File: src/fpt_pkg.sv
// Shared types, constants and register codes for the fingerprint parameter tuner.
`timescale 1ns / 1ps
package fpt_pkg;

   localparam int TABLE_ENTRIES = 64;
   localparam int IDX_W = (TABLE_ENTRIES > 1) ? $clog2(TABLE_ENTRIES) : 1;

   localparam int QUEUE_DEPTH = 2;
   localparam int QPTR_W = (QUEUE_DEPTH > 1) ? $clog2(QUEUE_DEPTH) : 1;

   localparam int CSR_INDEX_W = 4;
   localparam int CSR_DATA_W = 17;

   localparam logic [CSR_INDEX_W-1:0] REG_RECALL_LOW = 4'd0;
   localparam logic [CSR_INDEX_W-1:0] REG_RECALL_HIGH = 4'd1;
   localparam logic [CSR_INDEX_W-1:0] REG_LATENCY_HIGH = 4'd2;
   localparam logic [CSR_INDEX_W-1:0] REG_LATENCY_LOW = 4'd3;

   localparam logic [63:0] HASH_SEED = 64'd5381;

   localparam logic [16:0] RECALL_LOW_RESET = 17'd58982;
   localparam logic [16:0] RECALL_HIGH_RESET = 17'd64881;
   localparam logic [15:0] LATENCY_HIGH_RESET = 16'd100;
   localparam logic [15:0] LATENCY_LOW_RESET = 16'd15;

   localparam logic [8:0] EF_DEFAULT = 9'd32;
   localparam logic [6:0] BEAM_DEFAULT = 7'd8;

   // tuning math runs one bit wider than the stored fields
   localparam logic [9:0] EF_STEP = 10'd8;
   localparam logic [9:0] EF_GROW_BELOW = 10'd128;
   localparam logic [9:0] EF_SHRINK_ABOVE = 10'd24;
   localparam logic [9:0] EF_MIN = 10'd8;
   localparam logic [9:0] EF_MAX = 10'd256;
   localparam logic [7:0] BEAM_STEP = 8'd2;
   localparam logic [7:0] BEAM_SHRINK_ABOVE = 8'd4;
   localparam logic [7:0] BEAM_GROW_BELOW = 8'd32;
   localparam logic [7:0] BEAM_MIN = 8'd2;
   localparam logic [7:0] BEAM_MAX = 8'd64;

   typedef struct packed {
      logic [7:0] text_byte;
      logic last_byte;
      logic [16:0] recall;
      logic [15:0] latency;
   } req_payload_type;

   typedef struct packed {
      logic [63:0] fingerprint;
      logic was_found;
      logic table_full;
      logic [31:0] times_seen;
      logic [8:0] search_breadth;
      logic [6:0] beam_width;
   } rsp_payload_type;

   typedef struct packed {
      logic [63:0] fingerprint;
      logic [16:0] recall;
      logic [15:0] latency;
   } job_type;

   typedef struct packed {
      logic [16:0] recall_low;
      logic [16:0] recall_high;
      logic [15:0] latency_high;
      logic [15:0] latency_low;
   } cfg_type;

   typedef struct packed {
      logic [63:0] key;
      logic [31:0] seen;
      logic [8:0] ef;
      logic [6:0] beam;
   } entry_type;

   localparam int ENTRY_W = $bits(entry_type);

endpackage

File: src/fpt_queue.sv
// Short job queue between the hashing front and the table back end.
`timescale 1ns / 1ps
module fpt_queue
   import fpt_pkg::*;
(
   input  logic clock,
   input  logic reset,
   input  logic push,
   input  job_type push_data,
   input  logic pop,
   output logic full,
   output logic empty,
   output job_type head
);

   job_type slot_ff [QUEUE_DEPTH];
   logic [QPTR_W-1:0] wr_ptr_ff, wr_ptr_in;
   logic [QPTR_W-1:0] rd_ptr_ff, rd_ptr_in;
   logic [QPTR_W:0] count_ff, count_in;
   logic do_push, do_pop;

   assign full = (count_ff == (QPTR_W + 1)'(QUEUE_DEPTH));
   assign empty = (count_ff == '0);
   assign do_push = push && !full;
   assign do_pop = pop && !empty;
   assign head = slot_ff[rd_ptr_ff];

   always_comb begin
      wr_ptr_in = wr_ptr_ff;
      rd_ptr_in = rd_ptr_ff;
      count_in = count_ff;
      if (do_push) begin
         wr_ptr_in = (wr_ptr_ff == QPTR_W'(QUEUE_DEPTH - 1)) ? '0 : wr_ptr_ff + 1'b1;
      end
      if (do_pop) begin
         rd_ptr_in = (rd_ptr_ff == QPTR_W'(QUEUE_DEPTH - 1)) ? '0 : rd_ptr_ff + 1'b1;
      end
      if (do_push && !do_pop) begin
         count_in = count_ff + 1'b1;
      end else if (do_pop && !do_push) begin
         count_in = count_ff - 1'b1;
      end
   end

   always_ff @(posedge clock) begin
      if (reset) begin
         wr_ptr_ff <= '0;
         rd_ptr_ff <= '0;
         count_ff <= '0;
      end else begin
         wr_ptr_ff <= wr_ptr_in;
         rd_ptr_ff <= rd_ptr_in;
         count_ff <= count_in;
      end
   end

   always_ff @(posedge clock) begin
      if (do_push) begin
         slot_ff[wr_ptr_ff] <= push_data;
      end
   end

endmodule

File: config.mk
export PLATFORM = sky130hd
export DESIGN_NAME = fpt_queue
export DESIGN_NICKNAME = d
export VERILOG_FILES = /design/src/fpt_pkg.sv /design/src/fpt_queue.sv
export SDC_FILE = /design/constraint.sdc
export NUM_CORES = 1
export LEC_CHECK = 0
export BUFFER_PORTS_ARGS = -buffer_cell sky130_fd_sc_hd__buf_2
export CORE_MARGIN = 4
export CORE_UTILIZATION = 30
export DETAILED_ROUTE_END_ITERATION = 10
export PLACE_DENSITY_LB_ADDON = 0.15
export SLEW_MARGIN = 40
export SYNTH_ARGS = -nofsm -noshare
export SYNTH_HDL_FRONTEND = slang
export SYNTH_SLANG_ARGS = --single-unit
File: constraint.sdc
create_clock -name clock -period 4.8 [get_ports clock]
set_clock_uncertainty 0.15 [all_clocks]
set_input_delay 0.48 -clock clock [delete_from_list [all_inputs] [get_ports clock]]
set_output_delay 0.48 -clock clock [all_outputs]
set_load 0.05 [all_outputs]
==> results of run 1 <==
## cell usage in the layout (no fill, tap or decap), types with 2 or more instances in the layout
cell,n
buf_2,199
edfxtp_1,194
mux2_2,67
mux2_4,30
clkbuf_16,17
buf_4,6
nor2_1,5
dfxtp_1,4
o21ai_0,3
xor2_1,3
bufinv_16,3
inv_8,3
inv_6,3
or3_1,2
a21oi_1,2
clkinv_1,2
clkinv_4,2
clkinvlp_4,2
## final timing paths
check / from / endpoint / cells past startpoint
max: flip-flop / head[75] / 4
min: push_data[65] / slot_ff[1][65]$_DFFE_PP_ / 1
max reg2reg: count_ff[0]$_SDFFE_PP0P_ / slot_ff[0][0]$_DFFE_PP_ / 4
min reg2reg: wr_ptr_ff$_SDFFE_PP0P_ / wr_ptr_ff$_SDFFE_PP0P_ / 2
## metrics by stage
stage | hold WS [ns] | utilization, % | cell area [um^2]
after floorplan | 0.302 | - | 7330
after global placement | 0.325 | 36.6 | 8700
after detailed placement | 0.335 | 36.8 | 8740
after CTS | 0.0664 | 39.4 | 9360
after global routing | 0.0639 | 39.4 | 9360
final | 0.0875 | 39.4 | 9360
## kinds of logic after synthesis
| group | synth area share, % |
|---|---|
| adders and majority gates | 0.171 |
| DFF | 80.8 |
| xor gates and xnor gates | 0.358 |
| muxes | 16.4 |
| buffers and inverters | 1.28 |
| and+or+nand+nor | 0.631 |
| AOI/OAI and AO/OA | 0.341 |
## critical path, delay by kind of cell (launching register included)
kind,cells,cell delay (ns)
flip-flops,1,0.57
multiplexers,1,0.38
buffers and inverters,3,0.79
## registers in the layout, summed over array words and instances, names as in the netlist, named ones only
| register | flops |
|---|---|
| count_ff | 2 |
| rd_ptr_ff | 1 |
| wr_ptr_ff | 1 |
| slot_ff | 194 |
## area by class of cell
class,instances,area (um^2),share of cell area (%)
Inverter,2,10.0,0.107
Timing Repair Buffer,207,1090,11.6
Clock buffer,17,425,4.54
Multi-Input combinational cell,115,1320,14.1
Sequential cell,199,5930,63.3
Tap cell,319,399,4.26
Clock inverter,15,190,2.03
## routing by layer
layer  global-route usage [%]  wire [um]  part of all wire (%)  vias up
met4                     3.39        214                   1.5        8
li1                         -          -                     -     1721
met2                     17.2       6930                    47      139
met1                     13.0       6160                    42     1800
met3                     4.62       1360                   9.3       20
met5                        0         42                  0.29        -
## where the power goes
group	switching [mW]	total [mW]	leakage [nW]	internal [mW]
registers	0.0813	2.26	1.85	2.18
logic	1.46	2.06	1.35	0.600
clock network	0.655	1.49	0.295	0.835
total	2.20	5.81	3.50	3.62
==> impl_results.md, run 1 <==
- Remaining Overflow, GRT: 0
- Post-synthesis net count: 429
- First-pass GRT wire length: 21.8 mm
- TritonCTS Buffers: 17
- Clk Latency, worst-skew pair: 0.42 ns
- Fin cells: 874
- Total chip power: 5.81 mW
- Setup TNS: 0 ns
- Ys Warns: 0
- Initial core utilization: 30.9%
- Peak VDD IR: 0.000314 V
- Share of layout cells above drive strength 1: 60.9%
- H-tree levels: 4
- Top-count cell post-synth: edfxtp_1
- R2R setup slack: 2.40 ns
- Final Hold Vio Count: 0
- Clock-pin slew on the worst setup and hold paths: 0.08 ns
- Avg Cell Area, Syn: 22.4 um^2
- Min Clock Period, post-route: 2.80 ns
- DR WL/cell: 16.8 um
- Vias post-DR: 3,688
- Final Max Tran Viols: 0
- Die height: 164 um
- Crit-path cells: buf_12, buf_4, mux2_2, buf_2
- Initial antenna violation count: 4
- Antenna Cells: 0
- Main area contributors after synthesis: edfxtp_1 (79%), mux2_2 (10%), mux2_4 (6.1%), dfxtp_1 (1.4%), buf_6 (0.77%)
- Row cnt: 56
- Layout net count: 644
- Post-Syn Area: 7330 um^2
- Number of synthesized flops with an enable pin: 194
- Cells after DPL: 842
- #FFs+latches synth: 199
- DR iter-0 viols: 142
- Worst-Margin Slew: 0.777 ns
- Synth unique cells: 15
- Ys flop type: edfxtp_1
- Slowest stage cell on the critical path: dfxtp_4
- CTS sink count: 199
- Synth top area share: 79.4%
- Placer Congestion: 0.719
- Fillers: 2,196
- CTS Buffer Depth: 2
- Worst Path Required: 4.17 ns
- Worst Setup End Kind: output port
- Critical Path Max Stage Delay: 0.57 ns
- Port bufs: 199
- Final Worst Setup Slack: 2.00 ns
- Leak pwr: 3.50 nW
- Hold_buf cts: 0
- Dpl hpwl: 10.1 mm
- Asr flop ratio synth: 0%
- Gr usage total: 10.7%
- Total wire length: 14.7 mm
- Max Fclk: 357 MHz
- Syn Inst Count: 327
- Root Driver: clkbuf_16
- Post-CTS Resized: 0
- Die area: 27,000 um^2
- DRT antenna net count: 0
- Pre-CTS setup slack: 2.16 ns
- Setup violations, final: 0
- CP Class: flip-flop to output port
- Largest net degree at the start of global routing: 52
- Max_cap viols: 0
- Final worst-path cycle share: 58.4%
- Core footprint: 23,800 um^2
- Crit path DAT: 2.17 ns
- Chip width: 164 um
- Worst min path class: input port to flip-flop
- Setup repair after global routing missed its margin: false
- Setup bufs post-CTS: 0
- Seq/Total Area, Yosys: 80.8%
- TritonRoute pass-1 iters: 4
- P&R area growth vs syn: 27.6%
- Drt drc: 0
- Vias in the first global route: 4,037
- Worst setup SP type: flip-flop
- # IOs: 200
- Cell Pwr Density: 621 nW/um^2
- Run status: finished, final reports clean
- Crit-path max FO: 28
- Commonest cells post-synth: edfxtp_1 (194), mux2_2 (67), mux2_4 (30)
- Vias/cell: 4.22
- Synth area leader: edfxtp_1
- Worst rel slew slack: 48.2%
- CTS tree: done
Note: power is estimated with default switching activity, not from simulation.
==> run 2, diff against run 1 <==
==> constraint.sdc (replaced) <==
create_clock -name clock -period 2.4 [get_ports clock]
set_clock_uncertainty 0.15 [all_clocks]
set_input_delay 0.24 -clock clock [delete_from_list [all_inputs] [get_ports clock]]
set_output_delay 0.24 -clock clock [all_outputs]
set_load 0.05 [all_outputs]
==> run 2 against run 1 <==
Against the previous run: global-route usage is 0.90 points higher; critical path depth fell by 1; largest power group unchanged; combinational power up 110%; sequential share of layout area decreased by 6.1 points.
==> impl_results.md, run 2 (synthesized netlist as in run 1, its figures left out) <==
- Run status: finished, final reports clean
- DR iter-0 viols: 115 (-19%)
- Vias in the first global route: 4,629 (+15%)
- Gr usage total: 11.6% (+0.90 points)
- Crit-path max FO: 33 (+18%)
- Peak VDD IR: 0.000486 V (+55%)
- Dpl hpwl: 10.3 mm (+1.9%)
- Die height: 164 um (unchanged)
- DR WL/cell: 16.0 um (-5.2%)
- Initial antenna violation count: 1 (-3)
- Layout net count: 742 (+15%)
- Most frequent cells in the layout: buf_2 (199), edfxtp_1 (194), dlygate4sd3_1 (98)
- Drt drc: 0 (unchanged)
- R2R setup slack: 0.58 ns (-1.82 ns)
- CTS Buffer Depth: 2 (unchanged)
- Vias post-DR: 4,073 (+10%)
- Placed Area: 8810 um^2 (+0.79%)
- Post-CTS Resized: 0 (unchanged)
- TritonCTS Buffers: 17 (unchanged)
- Max Fclk: 461 MHz
- Final Worst Setup Slack: 0.233 ns (-1.76 ns)
- TritonRoute pass-1 iters: 4 (unchanged)
- P&R area growth vs syn: 41.3%
- Remaining Overflow, GRT: 0 (unchanged)
- Design Area, Final: 10,400 um^2 (+11%)
- Worst Path Required: 2.01 ns (-2.16 ns)
- Pre-CTS setup slack: 0.615 ns (-1.55 ns)
- Port bufs: 199 (unchanged)
- Largest register FFs: 194 (unchanged)
- Fillers: 2,106 (-4.1%)
- Final worst-path cycle share: 90.3%
- Final Max Tran Viols: 0 (unchanged)
- Share of layout cells above drive strength 1: 52.4% (-8.5 points)
- Leak pwr: 3.90 nW (+11%)
- Die area: 27,000 um^2 (unchanged)
- CTS sink count: 199 (unchanged)
- Final Hold Vio Count: 0 (unchanged)
- Clk Latency, worst-skew pair: 0.42 ns (about the same)
- CP Class: flip-flop to output port
- Vias/cell: 4.19 (-0.80%)
- Placer Congestion: 0.687 (-4.5%)
- Row cnt: 56 (unchanged)
- DRT antenna net count: 0 (unchanged)
- Setup violations, final: 0 (unchanged)
- First-pass GRT wire length: 24.1 mm (+11%)
- Worst-Margin Slew: 0.441 ns (-0.336 ns)
- H-tree levels: 4 (unchanged)
- Max_cap viols: 0 (unchanged)
- Worst rel slew slack: 70.3% (+22 points)
- Initial core utilization: 30.9% (unchanged)
- Largest register by flop count: slot_ff
- Cell Pwr Density: 1120 nW/um^2 (+80%)
- Largest net degree at the start of global routing: 52 (unchanged)
- Clock-pin slew on the worst setup and hold paths: 0.07 ns (about the same)
- CTS tree: done
- Commonest non-fill, non-tap cell in the layout: buf_2
- Root Driver: clkbuf_16
- Min Clock Period, post-route: 2.17 ns
- Total wire length: 15.5 mm (+5.6%)
- Worst setup SP type: flip-flop
- Worst Setup End Kind: output port
- Worst min path class: input port to flip-flop
- Chip width: 164 um (unchanged)
- Top Registers: slot_ff x194, count_ff x2
- Core footprint: 23,800 um^2 (unchanged)
- Crit path DAT: 1.78 ns (-0.39 ns)
- Setup repair after global routing missed its margin: false
- # IOs: 200 (unchanged)
==> run 2: cell count changes in the layout (fill, tap and decap cells not counted), moves of 3 or more <==
cell,previous run,this run
dlygate4sd3_1,0,98
buf_4,6,1
buf_12,1,7
bufinv_16,3,0
==> run 2: final timing paths <==
kind / startpoint / to / cells past startpoint
setup / recovery: flip-flop / head[74] / 3
hold / removal: push / wr_ptr_ff$_SDFFE_PP0P_ / 4
setup reg to reg: count_ff[0]$_SDFFE_PP0P_ / count_ff[1]$_SDFFE_PP0P_ / 4
hold reg to reg: wr_ptr_ff$_SDFFE_PP0P_ / wr_ptr_ff$_SDFFE_PP0P_ / 2
==> run 2: timing repair <==
item	CTS	global route
endpoints found under the hold margin	199	0
hold buffers	98	0
buffers inserted	0	0
==> run 2: area by class of cell <==
cell class | instances | area (um^2) | share of cell area, %
inverter | 2 | 11.3 | 0.109
clock inverter | 15 | 143 | 1.38
sequential | 199 | 5930 | 57.2
antenna | 1 | 2.50 | 0.0241
clock buffer | 17 | 425 | 4.10
timing repair buffer | 305 | 2120 | 20.5
multi-input combinational | 115 | 1330 | 12.8
tap | 319 | 399 | 3.85
==> run 2: worst max-delay path, cell delays in order (launching register included) <==
cell and delay, ns:
dfxtp_4 0.47, buf_12 0.28, mux2_2 0.37, buf_2 0.21
==> run 2: layer usage <==
metal | vias up | GRT usage (%) | routed length (um)
met4 | 0 | 2.63 | 105
met3 | 6 | 4.79 | 1340
li1 | 1917 | - | -
met2 | 134 | 19.8 | 7590
met1 | 2016 | 13.7 | 6490
met5 | - | 0 | 0
==> run 2: stage by stage <==
step	std cells	utilization (%)	hold WS [ns]	TNS, ns	total power, mW
floorplan	327	-	0.152	-42.53	7.89
global placement	842	37.1	0.278	0	8.85
detailed placement	842	37.1	0.282	0	8.89
CTS	972	43.6	0.0344	0	11.8
global route	973	43.6	0.0817	0	12.1
finish	973	43.6	0.0657	0	11.6
==> run 2: power breakdown <==
part           total (mW)  switching (mW)  internal, mW
Clock                2.71            1.34          1.38
Sequential           4.51           0.148          4.36
Combinational        4.35            2.99          1.36
