--- src/fpt_pkg.sv ---
// Shared types, constants and register codes for the fingerprint parameter tuner.
`timescale 1ns / 1ps
package fpt_pkg;

   localparam int TABLE_ENTRIES = 64;
   localparam int IDX_W = (TABLE_ENTRIES > 1) ? $clog2(TABLE_ENTRIES) : 1;

   localparam int QUEUE_DEPTH = 2;
   localparam int QPTR_W = (QUEUE_DEPTH > 1) ? $clog2(QUEUE_DEPTH) : 1;

   localparam int CSR_INDEX_W = 4;
   localparam int CSR_DATA_W = 17;

   localparam logic [CSR_INDEX_W-1:0] REG_RECALL_LOW = 4'd0;
   localparam logic [CSR_INDEX_W-1:0] REG_RECALL_HIGH = 4'd1;
   localparam logic [CSR_INDEX_W-1:0] REG_LATENCY_HIGH = 4'd2;
   localparam logic [CSR_INDEX_W-1:0] REG_LATENCY_LOW = 4'd3;

   localparam logic [63:0] HASH_SEED = 64'd5381;

   localparam logic [16:0] RECALL_LOW_RESET = 17'd58982;
   localparam logic [16:0] RECALL_HIGH_RESET = 17'd64881;
   localparam logic [15:0] LATENCY_HIGH_RESET = 16'd100;
   localparam logic [15:0] LATENCY_LOW_RESET = 16'd15;

   localparam logic [8:0] EF_DEFAULT = 9'd32;
   localparam logic [6:0] BEAM_DEFAULT = 7'd8;

   // tuning math runs one bit wider than the stored fields
   localparam logic [9:0] EF_STEP = 10'd8;
   localparam logic [9:0] EF_GROW_BELOW = 10'd128;
   localparam logic [9:0] EF_SHRINK_ABOVE = 10'd24;
   localparam logic [9:0] EF_MIN = 10'd8;
   localparam logic [9:0] EF_MAX = 10'd256;
   localparam logic [7:0] BEAM_STEP = 8'd2;
   localparam logic [7:0] BEAM_SHRINK_ABOVE = 8'd4;
   localparam logic [7:0] BEAM_GROW_BELOW = 8'd32;
   localparam logic [7:0] BEAM_MIN = 8'd2;
   localparam logic [7:0] BEAM_MAX = 8'd64;

   typedef struct packed {
      logic [7:0] text_byte;
      logic last_byte;
      logic [16:0] recall;
      logic [15:0] latency;
   } req_payload_type;

   typedef struct packed {
      logic [63:0] fingerprint;
      logic was_found;
      logic table_full;
      logic [31:0] times_seen;
      logic [8:0] search_breadth;
      logic [6:0] beam_width;
   } rsp_payload_type;

   typedef struct packed {
      logic [63:0] fingerprint;
      logic [16:0] recall;
      logic [15:0] latency;
   } job_type;

   typedef struct packed {
      logic [16:0] recall_low;
      logic [16:0] recall_high;
      logic [15:0] latency_high;
      logic [15:0] latency_low;
   } cfg_type;

   typedef struct packed {
      logic [63:0] key;
      logic [31:0] seen;
      logic [8:0] ef;
      logic [6:0] beam;
   } entry_type;

   localparam int ENTRY_W = $bits(entry_type);

endpackage

--- src/fpt_hash.sv ---
// Front end: folds text bytes into the djb2 fingerprint and emits one job per query.
`timescale 1ns / 1ps
module fpt_hash
   import fpt_pkg::*;
(
   input  logic clock,
   input  logic reset,
   input  logic req_push,
   input  req_payload_type req_data,
   input  logic queue_full,
   output logic job_push,
   output job_type job_data
);

   logic [63:0] acc_ff, acc_in;
   logic [63:0] acc_next;
   logic accept;

   assign accept = req_push && !queue_full;
   // h * 33 + byte
   assign acc_next = (acc_ff << 5) + acc_ff + {56'd0, req_data.text_byte};

   assign job_push = accept && req_data.last_byte;
   assign job_data.fingerprint = acc_next;
   assign job_data.recall = req_data.recall;
   assign job_data.latency = req_data.latency;

   always_comb begin
      acc_in = acc_ff;
      if (accept) begin
         acc_in = req_data.last_byte ? HASH_SEED : acc_next;
      end
   end

   always_ff @(posedge clock) begin
      if (reset) begin
         acc_ff <= HASH_SEED;
      end else begin
         acc_ff <= acc_in;
      end
   end

endmodule

--- config.mk ---
export PLATFORM = sky130hd
export DESIGN_NAME = fpt_hash
export DESIGN_NICKNAME = d
export VERILOG_FILES = /design/src/fpt_pkg.sv /design/src/fpt_hash.sv
export SDC_FILE = /design/constraint.sdc
export NUM_CORES = 1
export LEC_CHECK = 0
export ABC_AREA = 1
export BUFFER_PORTS_ARGS = -buffer_cell sky130_fd_sc_hd__buf_2
export CORE_UTILIZATION = 34
export DETAILED_ROUTE_END_ITERATION = 6
export GPL_TIMING_DRIVEN = 0
export PLACE_DENSITY_LB_ADDON = 0.05
export SLEW_MARGIN = 15
export SYNTH_ARGS = -nofsm -noshare
export SYNTH_HDL_FRONTEND = slang
export SYNTH_SLANG_ARGS = --single-unit
--- constraint.sdc ---
create_clock -name clock -period 3.4 [get_ports clock]
set_input_delay 0.34 -clock clock [delete_from_list [all_inputs] [get_ports clock]]
set_output_delay 0.34 -clock clock [all_outputs]
set_load 0.01 [all_outputs]
==> summary.txt, run 1 <==
STATUS
-----------------------------------------------------------------------------------------------
Outcome                                                                            finished with violations
Violations in the final reports                                                             DRC

SETUP PATH
-----------------------------------------------------------------------------------------------
Number of cell instances on the worst register-to-register path                              15
WP data required                                                                        3.06 ns
Reg-to-reg startpoint                                                                 acc_ff[5]
Class of the most critical setup path                                                reg -> out
Startpoint of the most critical setup path                                            acc_ff[5]
CP arrival                                                                              2.92 ns
Critical Path, Cell by Cell                                                        inv_1 > fa_1 > inv_1 > ha_4 > nand2_1 > nand2_1 > inv_1 > nand2_1 > o21bai_1 > nand2_2 > nand2_2 > nand2_4 > nand2_2 > nand3_1 > and2_1 > buf_2
Register-to-register path setup slack                                                   0.72 ns
CP endpoint kind                                                                    output port
Delay of the slowest cell on the worst path                                             0.48 ns
Kind of launch point of the worst setup path                                           register
Maximum net fanout on the critical path                                                       4
Worst r2r dst                                                                        acc_ff[22]
Slowest cell on crit path                                                                  fa_1

CLOCK TREE
-----------------------------------------------------------------------------------------------
Clock tree root buffer cell                                                           clkbuf_16
Clock input transition at the sequential cells of the worst setup and hold paths        0.06 ns
Clock tree from TritonCTS                                                                 built
Htree depth                                                                                   3
Max clock buf depth                                                                           2
Number of buffers created by CTS                                                              9
Clock latency reported for the late side of the worst-skew pair                         0.35 ns
Clock Sinks                                                                                  64

LAYOUT
-----------------------------------------------------------------------------------------------
Max reg flops                                                                                64
Number of nets in the layout                                                               1935
Most frequent cells in the layout                                                  630 x nand2_1, 323 x inv_1, 118 x ha_1, 112 x buf_2, 98 x a21oi_1
Registers with the highest flip-flop counts                                         acc_ff (64)
Layout cells sized above 1                                                                15.1%
Area grow syn2layout                                                                      17.4%
Most frequent standard cell in the layout excluding fill and tap cells                  nand2_1
Top register by number of flip-flops                                                     acc_ff

PWR
-----------------------------------------------------------------------------------------------
Leakage power                                                                           6.60 nW
Total power consumption of the routed design                                            2.28 mW
Worst IR drop on VDD                                                                     197 uV
P per Cell Area                                                                     212 nW/um^2

WORST HOLD PATH
-----------------------------------------------------------------------------------------------
Path category of the worst min-delay check                                            in -> reg
Start point of the worst hold path                                                 req_data[33]
Worst hold endpoint                                                                   acc_ff[2]
Worst Hold Path Cells                                                                         3

ROUTING
-----------------------------------------------------------------------------------------------
1st-iter DRT viols                                                                          525
Detailed-route vias per instance                                                           4.55
DRT Pass-1 Iters                                                                              7
Post-route ant nets                                                                           0
Drc violations                                                                               20
Final wirelength                                                                   32500 microns
Per-cell routed wire length                                                        15.5 microns
Vias after detailed routing                                                                9576

FLOORPLAN
-----------------------------------------------------------------------------------------------
Die Footprint                                                                       27600 sq um
# rows                                                                                       59
Starting density of the core                                                              34.9%
Die Span X                                                                          166 microns
Core area                                                                           26200 sq um
Die Span Y                                                                          166 microns
Total I/O pin count                                                                         144

GRT
-----------------------------------------------------------------------------------------------
Global-route congestion overflow total                                                        0
Maximum number of pins on one net before global-route repair                                 11
First-pass GRT wire length                                                         50600 microns
GR Util All Layers                                                                        23.8%
Antenna violations before repair                                                              0
Number of global-route vias before repair                                                  8953

YOSYS
-----------------------------------------------------------------------------------------------
Number of nets produced by synthesis                                                       1813
Total of warnings raised by yosys                                                             0
Mapped Cells                                                                               1641
Sequential area share after synthesis                                                     14.0%
Number of unique standard cell types used by synthesis                                       29
Synthesized area per cell                                                            5.58 sq um
Post-Syn Area                                                                        9160 sq um
Flops & latches, synth                                                                       64

TIMING
-----------------------------------------------------------------------------------------------
Number of endpoints with negative hold slack in the final report                              0
Setup-violating endpoint count in the final report                                            0
Highest clock rate                                                                      307 MHz
Post-route minimum period                                                               3.26 ns
Worst clock skew                                                                      0.0109 ns
Unrepaired setup endpoints after global routing                                             yes
Hold WS                                                                                0.303 ns
Final count of pins violating max slew                                                        0
Normalized max-slew margin                                                                43.8%
Slew at the pin closest to its max-slew limit                                          0.842 ns
Fin crit share                                                                            95.9%

PLACEMENT
-----------------------------------------------------------------------------------------------
Routability-driven placement congestion ratio                                             0.932
Input/output buffers                                                                        109
Post-detail-place hpwl                                                             28100 microns

RUN
-----------------------------------------------------------------------------------------------
Max-cap violations                                                                            0

## worst max-delay path: cells and delay by family (launching register included)
kind | cells | cell delay (ns)
adders and majority gates | 2 | 0.74
buffers and inverters | 4 | 0.33
and+or+nand+nor | 9 | 0.93
AOI/OAI and AO/OA | 1 | 0.20
DFF | 1 | 0.36
## cells in the mapped netlist (all sizes together)
library cell    n  area share, %
nand2         677             28
inv           323             13
ha            122             17
nor2          105            4.6
a21oi         104            5.7
nand3          80            4.5
dfxtp          64             14
buf            36            2.9
and2           34            2.3
xor2           27            2.9
clkbuf         17           0.70
nor3           12           0.93
nand3b          8           0.70
o21ai           7           0.38
o21bai          6           0.49
fa              4           0.87
nor4            4           0.27
or2             4           0.27
xnor2           4           0.38
nand4           2           0.14
o211ai          1          0.082
## where the power goes
group          leakage, nW  internal, mW  switching (mW)  total [mW]
clock                0.150         0.607           0.388       0.995
sequential           0.518         0.763          0.0158       0.779
combinational         5.94         0.195           0.310       0.505
total                 6.60          1.57           0.714        2.28
## cell type report
| class | count | area [sq um] |
|---|---|---|
| Inverter | 323 | 1210 |
| Buffer | 53 | 327 |
| Sequential cell | 64 | 1290 |
| Antenna cell | 1 | 2.50 |
| Tap cell | 335 | 419 |
| Multi-Input combinational cell | 1201 | 6610 |
| Clock buffer | 13 | 260 |
| Clock inverter | 3 | 40.0 |
| Fill cell | 3046 | 15500 |
| Timing Repair Buffer | 111 | 586 |
## metrics by stage
step | cell area (sq um) | setup WS, ns | cells | setup TNS, ns | util [%]
CTS | 10500 | 0.00800 | 2102 | 0 | 40.2
floorplan | 9160 | 0.728 | 1641 | 0 | -
global route | 10700 | -0.00425 | 2103 | -0.0103 | 41.0
finish | 10700 | 0.139 | 2104 | 0 | 41.0
global placement | 10100 | -0.0430 | 2085 | -0.0653 | 38.6
detailed placement | 10100 | -0.0398 | 2085 | -0.104 | 38.6
## cell families (layout without fill, tap and decap cells)
| group | Yosys count | in the layout | synth area share [%] |
|---|---|---|---|
| buf+inv | 376 | 503 | 16.8 |
| simple gates | 926 | 926 | 41.7 |
| other cells | 0 | 1 | 0 |
| xor+xnor | 31 | 31 | 3.29 |
| flops | 64 | 64 | 14.0 |
| compound gates | 118 | 118 | 6.64 |
| fa+ha+maj | 126 | 126 | 17.5 |
## worst max path at each step
stage | end | slack (ns) | depth (start not counted)
2_1_floorplan | job_data[87] | 0.73 | 15
3_3_place_gp | job_data[71] | -0.04 | 16
3_5_place_dp | job_data[87] | -0.04 | 16
4_1_cts | job_data[90] | 0.008 | 13
5_1_grt | job_data[96] | -0.004 | 16
6_report | job_data[95] | 0.14 | 16
## routing by layer
| metal | vias up | GRT usage [%] | share of wire, % | wire (microns) |
|---|---|---|---|---|
| li1 | 5181 | - | - | - |
| met1 | 4162 | 34.8 | 52 | 17000 |
| met2 | 207 | 37.3 | 42 | 13700 |
| met3 | 26 | 2.43 | 4.1 | 1350 |
| met4 | 0 | 5.49 | 1.7 | 546 |
| met5 | - | 0 | 0 | 0 |
## timing repair
action / CTS / global route
buffers inserted: 1 / 1
cloned: 0 / 0
endpoints found under the setup margin: 33 / 33
resized for setup: 22 / 65
hold buffers: 0 / 0
pin swaps: 1 / 3
Power figures use the tool's default switching activity.
==> inputs of run 2 (changes only) <==
ABC_CLOCK_PERIOD_IN_PS = 3400   (was not set)
HOLD_SLACK_MARGIN = 0.15   (was not set)
PLACE_DENSITY_LB_ADDON = 0.08   (was 0.05)
==> run 2 against run 1 <==
The run still ends with DRC left. Fmax rose by 0.39%. Clock skew decreased by 0.0025 ns. Utilization about the same. Cell area hardly changed. Critical endpoint is now job_data[90]. Largest power group unchanged.
==> summary.txt, run 2 (synthesized netlist as in run 1, its figures left out) <==
ROUTING
-----------------------------------------------------------------------------------------------
Vias after detailed routing                                                                9759
Per-cell routed wire length                                                        15.3 microns
Detailed-route vias per instance                                                           4.64
Final wirelength                                                                   32200 microns
Post-route ant nets                                                                           0
Drc violations                                                                               13
1st-iter DRT viols                                                                          689
DRT Pass-1 Iters                                                                              7

SETUP PATH
-----------------------------------------------------------------------------------------------
Largest delay share family, worst path                                             simple AND/OR/NAND/NOR gates
Critical Path, Cell by Cell                                                        ha_1 > ha_1 > nand2_1 > nor2_1 > nand2_1 > nor4_1 > nand2_2 > nand2_1 > nand2_1 > and2_1 > buf_2
Slowest cell on crit path                                                                  ha_1
Number of buffer and inverter instances along the worst setup path                            1
Class of the most critical setup path                                                reg -> out
Register-to-register path setup slack                                                   0.75 ns
Worst r2r dst                                                                        acc_ff[23]
CP endpoint kind                                                                    output port
Maximum net fanout on the critical path                                                       5
Delay of the slowest cell on the worst path                                             0.43 ns
WP data required                                                                        3.06 ns
Most frequent CP cell                                                                   nand2_1
Reg-to-reg startpoint                                                                 acc_ff[5]
Kind of launch point of the worst setup path                                           register
Number of cell instances on the worst register-to-register path                              15
CP arrival                                                                              2.91 ns

FLOORPLAN
-----------------------------------------------------------------------------------------------
Die Span Y                                                                          166 microns
Die Span X                                                                          166 microns
Die Footprint                                                                       27600 sq um
Starting density of the core                                                              34.9%
# rows                                                                                       59
Total I/O pin count                                                                         144
Core area                                                                           26200 sq um

LAYOUT
-----------------------------------------------------------------------------------------------
Most frequent standard cell in the layout excluding fill and tap cells                  nand2_1
Design area                                                                         10700 sq um
Layout cells sized above 1                                                                15.3%
Most frequent cells in the layout                                                  635 x nand2_1, 322 x inv_1, 117 x ha_1, 112 x buf_2, 97 x a21oi_1
Number of nets in the layout                                                               1937
Area grow syn2layout                                                                      17.3%
Filler cell count in the final layout                                                      2990
Top register by number of flip-flops                                                     acc_ff
Core Util, Final                                                                          41.0%
Registers with the highest flip-flop counts                                         acc_ff (64)
Number of antenna diodes                                                                      0
Max reg flops                                                                                64

CLOCK TREE
-----------------------------------------------------------------------------------------------
Htree depth                                                                                   3
Clock input transition at the sequential cells of the worst setup and hold paths        0.06 ns
Clock tree root buffer cell                                                           clkbuf_16
Clock tree from TritonCTS                                                                 built
Clock Sinks                                                                                  64
Max clock buf depth                                                                           2
Clock latency reported for the late side of the worst-skew pair                         0.35 ns
Number of buffers created by CTS                                                              9
Hold Buf Count CTS                                                                            0

PLACEMENT
-----------------------------------------------------------------------------------------------
Input/output buffers                                                                        109
Routability-driven placement congestion ratio                                             0.932
Area after detailed placement                                                       10100 sq um
Post-detail-place hpwl                                                             27800 microns

TIMING
-----------------------------------------------------------------------------------------------
Unrepaired setup endpoints after global routing                                             yes
Normalized max-slew margin                                                                43.8%
Worst clock skew                                                                     0.00830 ns
Fin crit share                                                                            95.5%
Final count of pins violating max slew                                                        0
Highest clock rate                                                                      308 MHz
Slew at the pin closest to its max-slew limit                                          0.843 ns
Number of endpoints with negative hold slack in the final report                              0
Setup-violating endpoint count in the final report                                            0
Final sum of negative setup slack                                                          0 ns
Post-route minimum period                                                               3.25 ns

GRT
-----------------------------------------------------------------------------------------------
GR Util All Layers                                                                        23.5%
Global-route congestion overflow total                                                        0
Antenna violations before repair                                                              1
Maximum number of pins on one net before global-route repair                                 11
First-pass GRT wire length                                                         49500 microns
Number of global-route vias before repair                                                  8841

WORST HOLD PATH
-----------------------------------------------------------------------------------------------
Worst Hold Path Cells                                                                         3
Start point of the worst hold path                                                 req_data[33]
Worst hold endpoint                                                                   acc_ff[2]
Path category of the worst min-delay check                                            in -> reg

PWR
-----------------------------------------------------------------------------------------------
P per Cell Area                                                                     213 nW/um^2
Leakage power                                                                           6.61 nW
Total power consumption of the routed design                                            2.29 mW
Worst IR drop on VDD                                                                     186 uV

STATUS
-----------------------------------------------------------------------------------------------
Outcome                                                                            finished with violations
Violations in the final reports                                                             DRC

RUN
-----------------------------------------------------------------------------------------------
Max-cap violations                                                                            0

[run 2: where the power goes]
group	internal (mW)	leakage (nW)	switching [mW]
Clock	0.607	0.150	0.390
Combinational	0.197	5.94	0.314
Sequential	0.763	0.519	0.0159
[run 2: metrics by stage]
| step | hold WS [ns] | instances | setup WS, ns |
|---|---|---|---|
| floorplan | 0.449 | 1641 | 0.728 |
| global placement | 0.461 | 2085 | -0.0276 |
| detailed placement | 0.463 | 2085 | -0.0353 |
| CTS | 0.288 | 2102 | 0.00409 |
| global route | 0.322 | 2105 | -0.00926 |
| finish | 0.295 | 2105 | 0.152 |
[run 2: worst register-to-register path, cell delays in order (launching register included)]
cell	delay (ns)
dfxtp_2	0.36
inv_1	0.05
fa_1	0.47
inv_1	0.06
ha_4	0.26
nand2_2	0.09
inv_1	0.04
nand2_1	0.06
nand2_1	0.09
or2_2	0.33
nand2_2	0.09
nand3_4	0.09
buf_4	0.17
xor2_1	0.19
nand2_1	0.09
a21oi_1	0.14
[run 2: layout make-up]
| type | instances | area (sq um) | area share, % |
|---|---|---|---|
| sequential | 64 | 1290 | 12.0 |
| timing repair buffer | 113 | 576 | 5.36 |
| multi-input combinational | 1201 | 6610 | 61.6 |
| buffer | 53 | 327 | 3.04 |
| clock buffer | 13 | 260 | 2.42 |
| tap | 335 | 419 | 3.90 |
| clock inverter | 3 | 40.0 | 0.373 |
| inverter | 323 | 1210 | 11.3 |
[run 2: layer usage]
layer / part of all wire [%] / wire, microns / global-route usage [%] / vias to the layer above
met5: 0 / 0 / 0 / -
met4: 1.9 / 605 / 6.10 / 0
met3: 5.3 / 1710 / 3.41 / 31
met2: 42 / 13500 / 36.8 / 260
met1: 51 / 16400 / 33.4 / 4265
li1: - / - / - / 5203
[run 2: what timing repair did]
item	CTS	global route
setup buffers	1	3
endpoints found under the setup margin	30	34
gates cloned	0	0
pin swaps	1	7
resized for setup	17	70
[run 2: worst max path at each step]
stage	slack, ns	cells past startpoint	from	end
after global placement	-0.03	16	req_data[39]	job_data[71]
after global routing	-0.009	17	acc_ff[5]	job_data[96]
after detailed placement	-0.04	16	req_data[39]	job_data[71]
after CTS	0.004	15	acc_ff[6]	job_data[65]
final	0.15	11	acc_ff[46]	job_data[90]
after floorplan	0.73	15	req_data[39]	job_data[87]
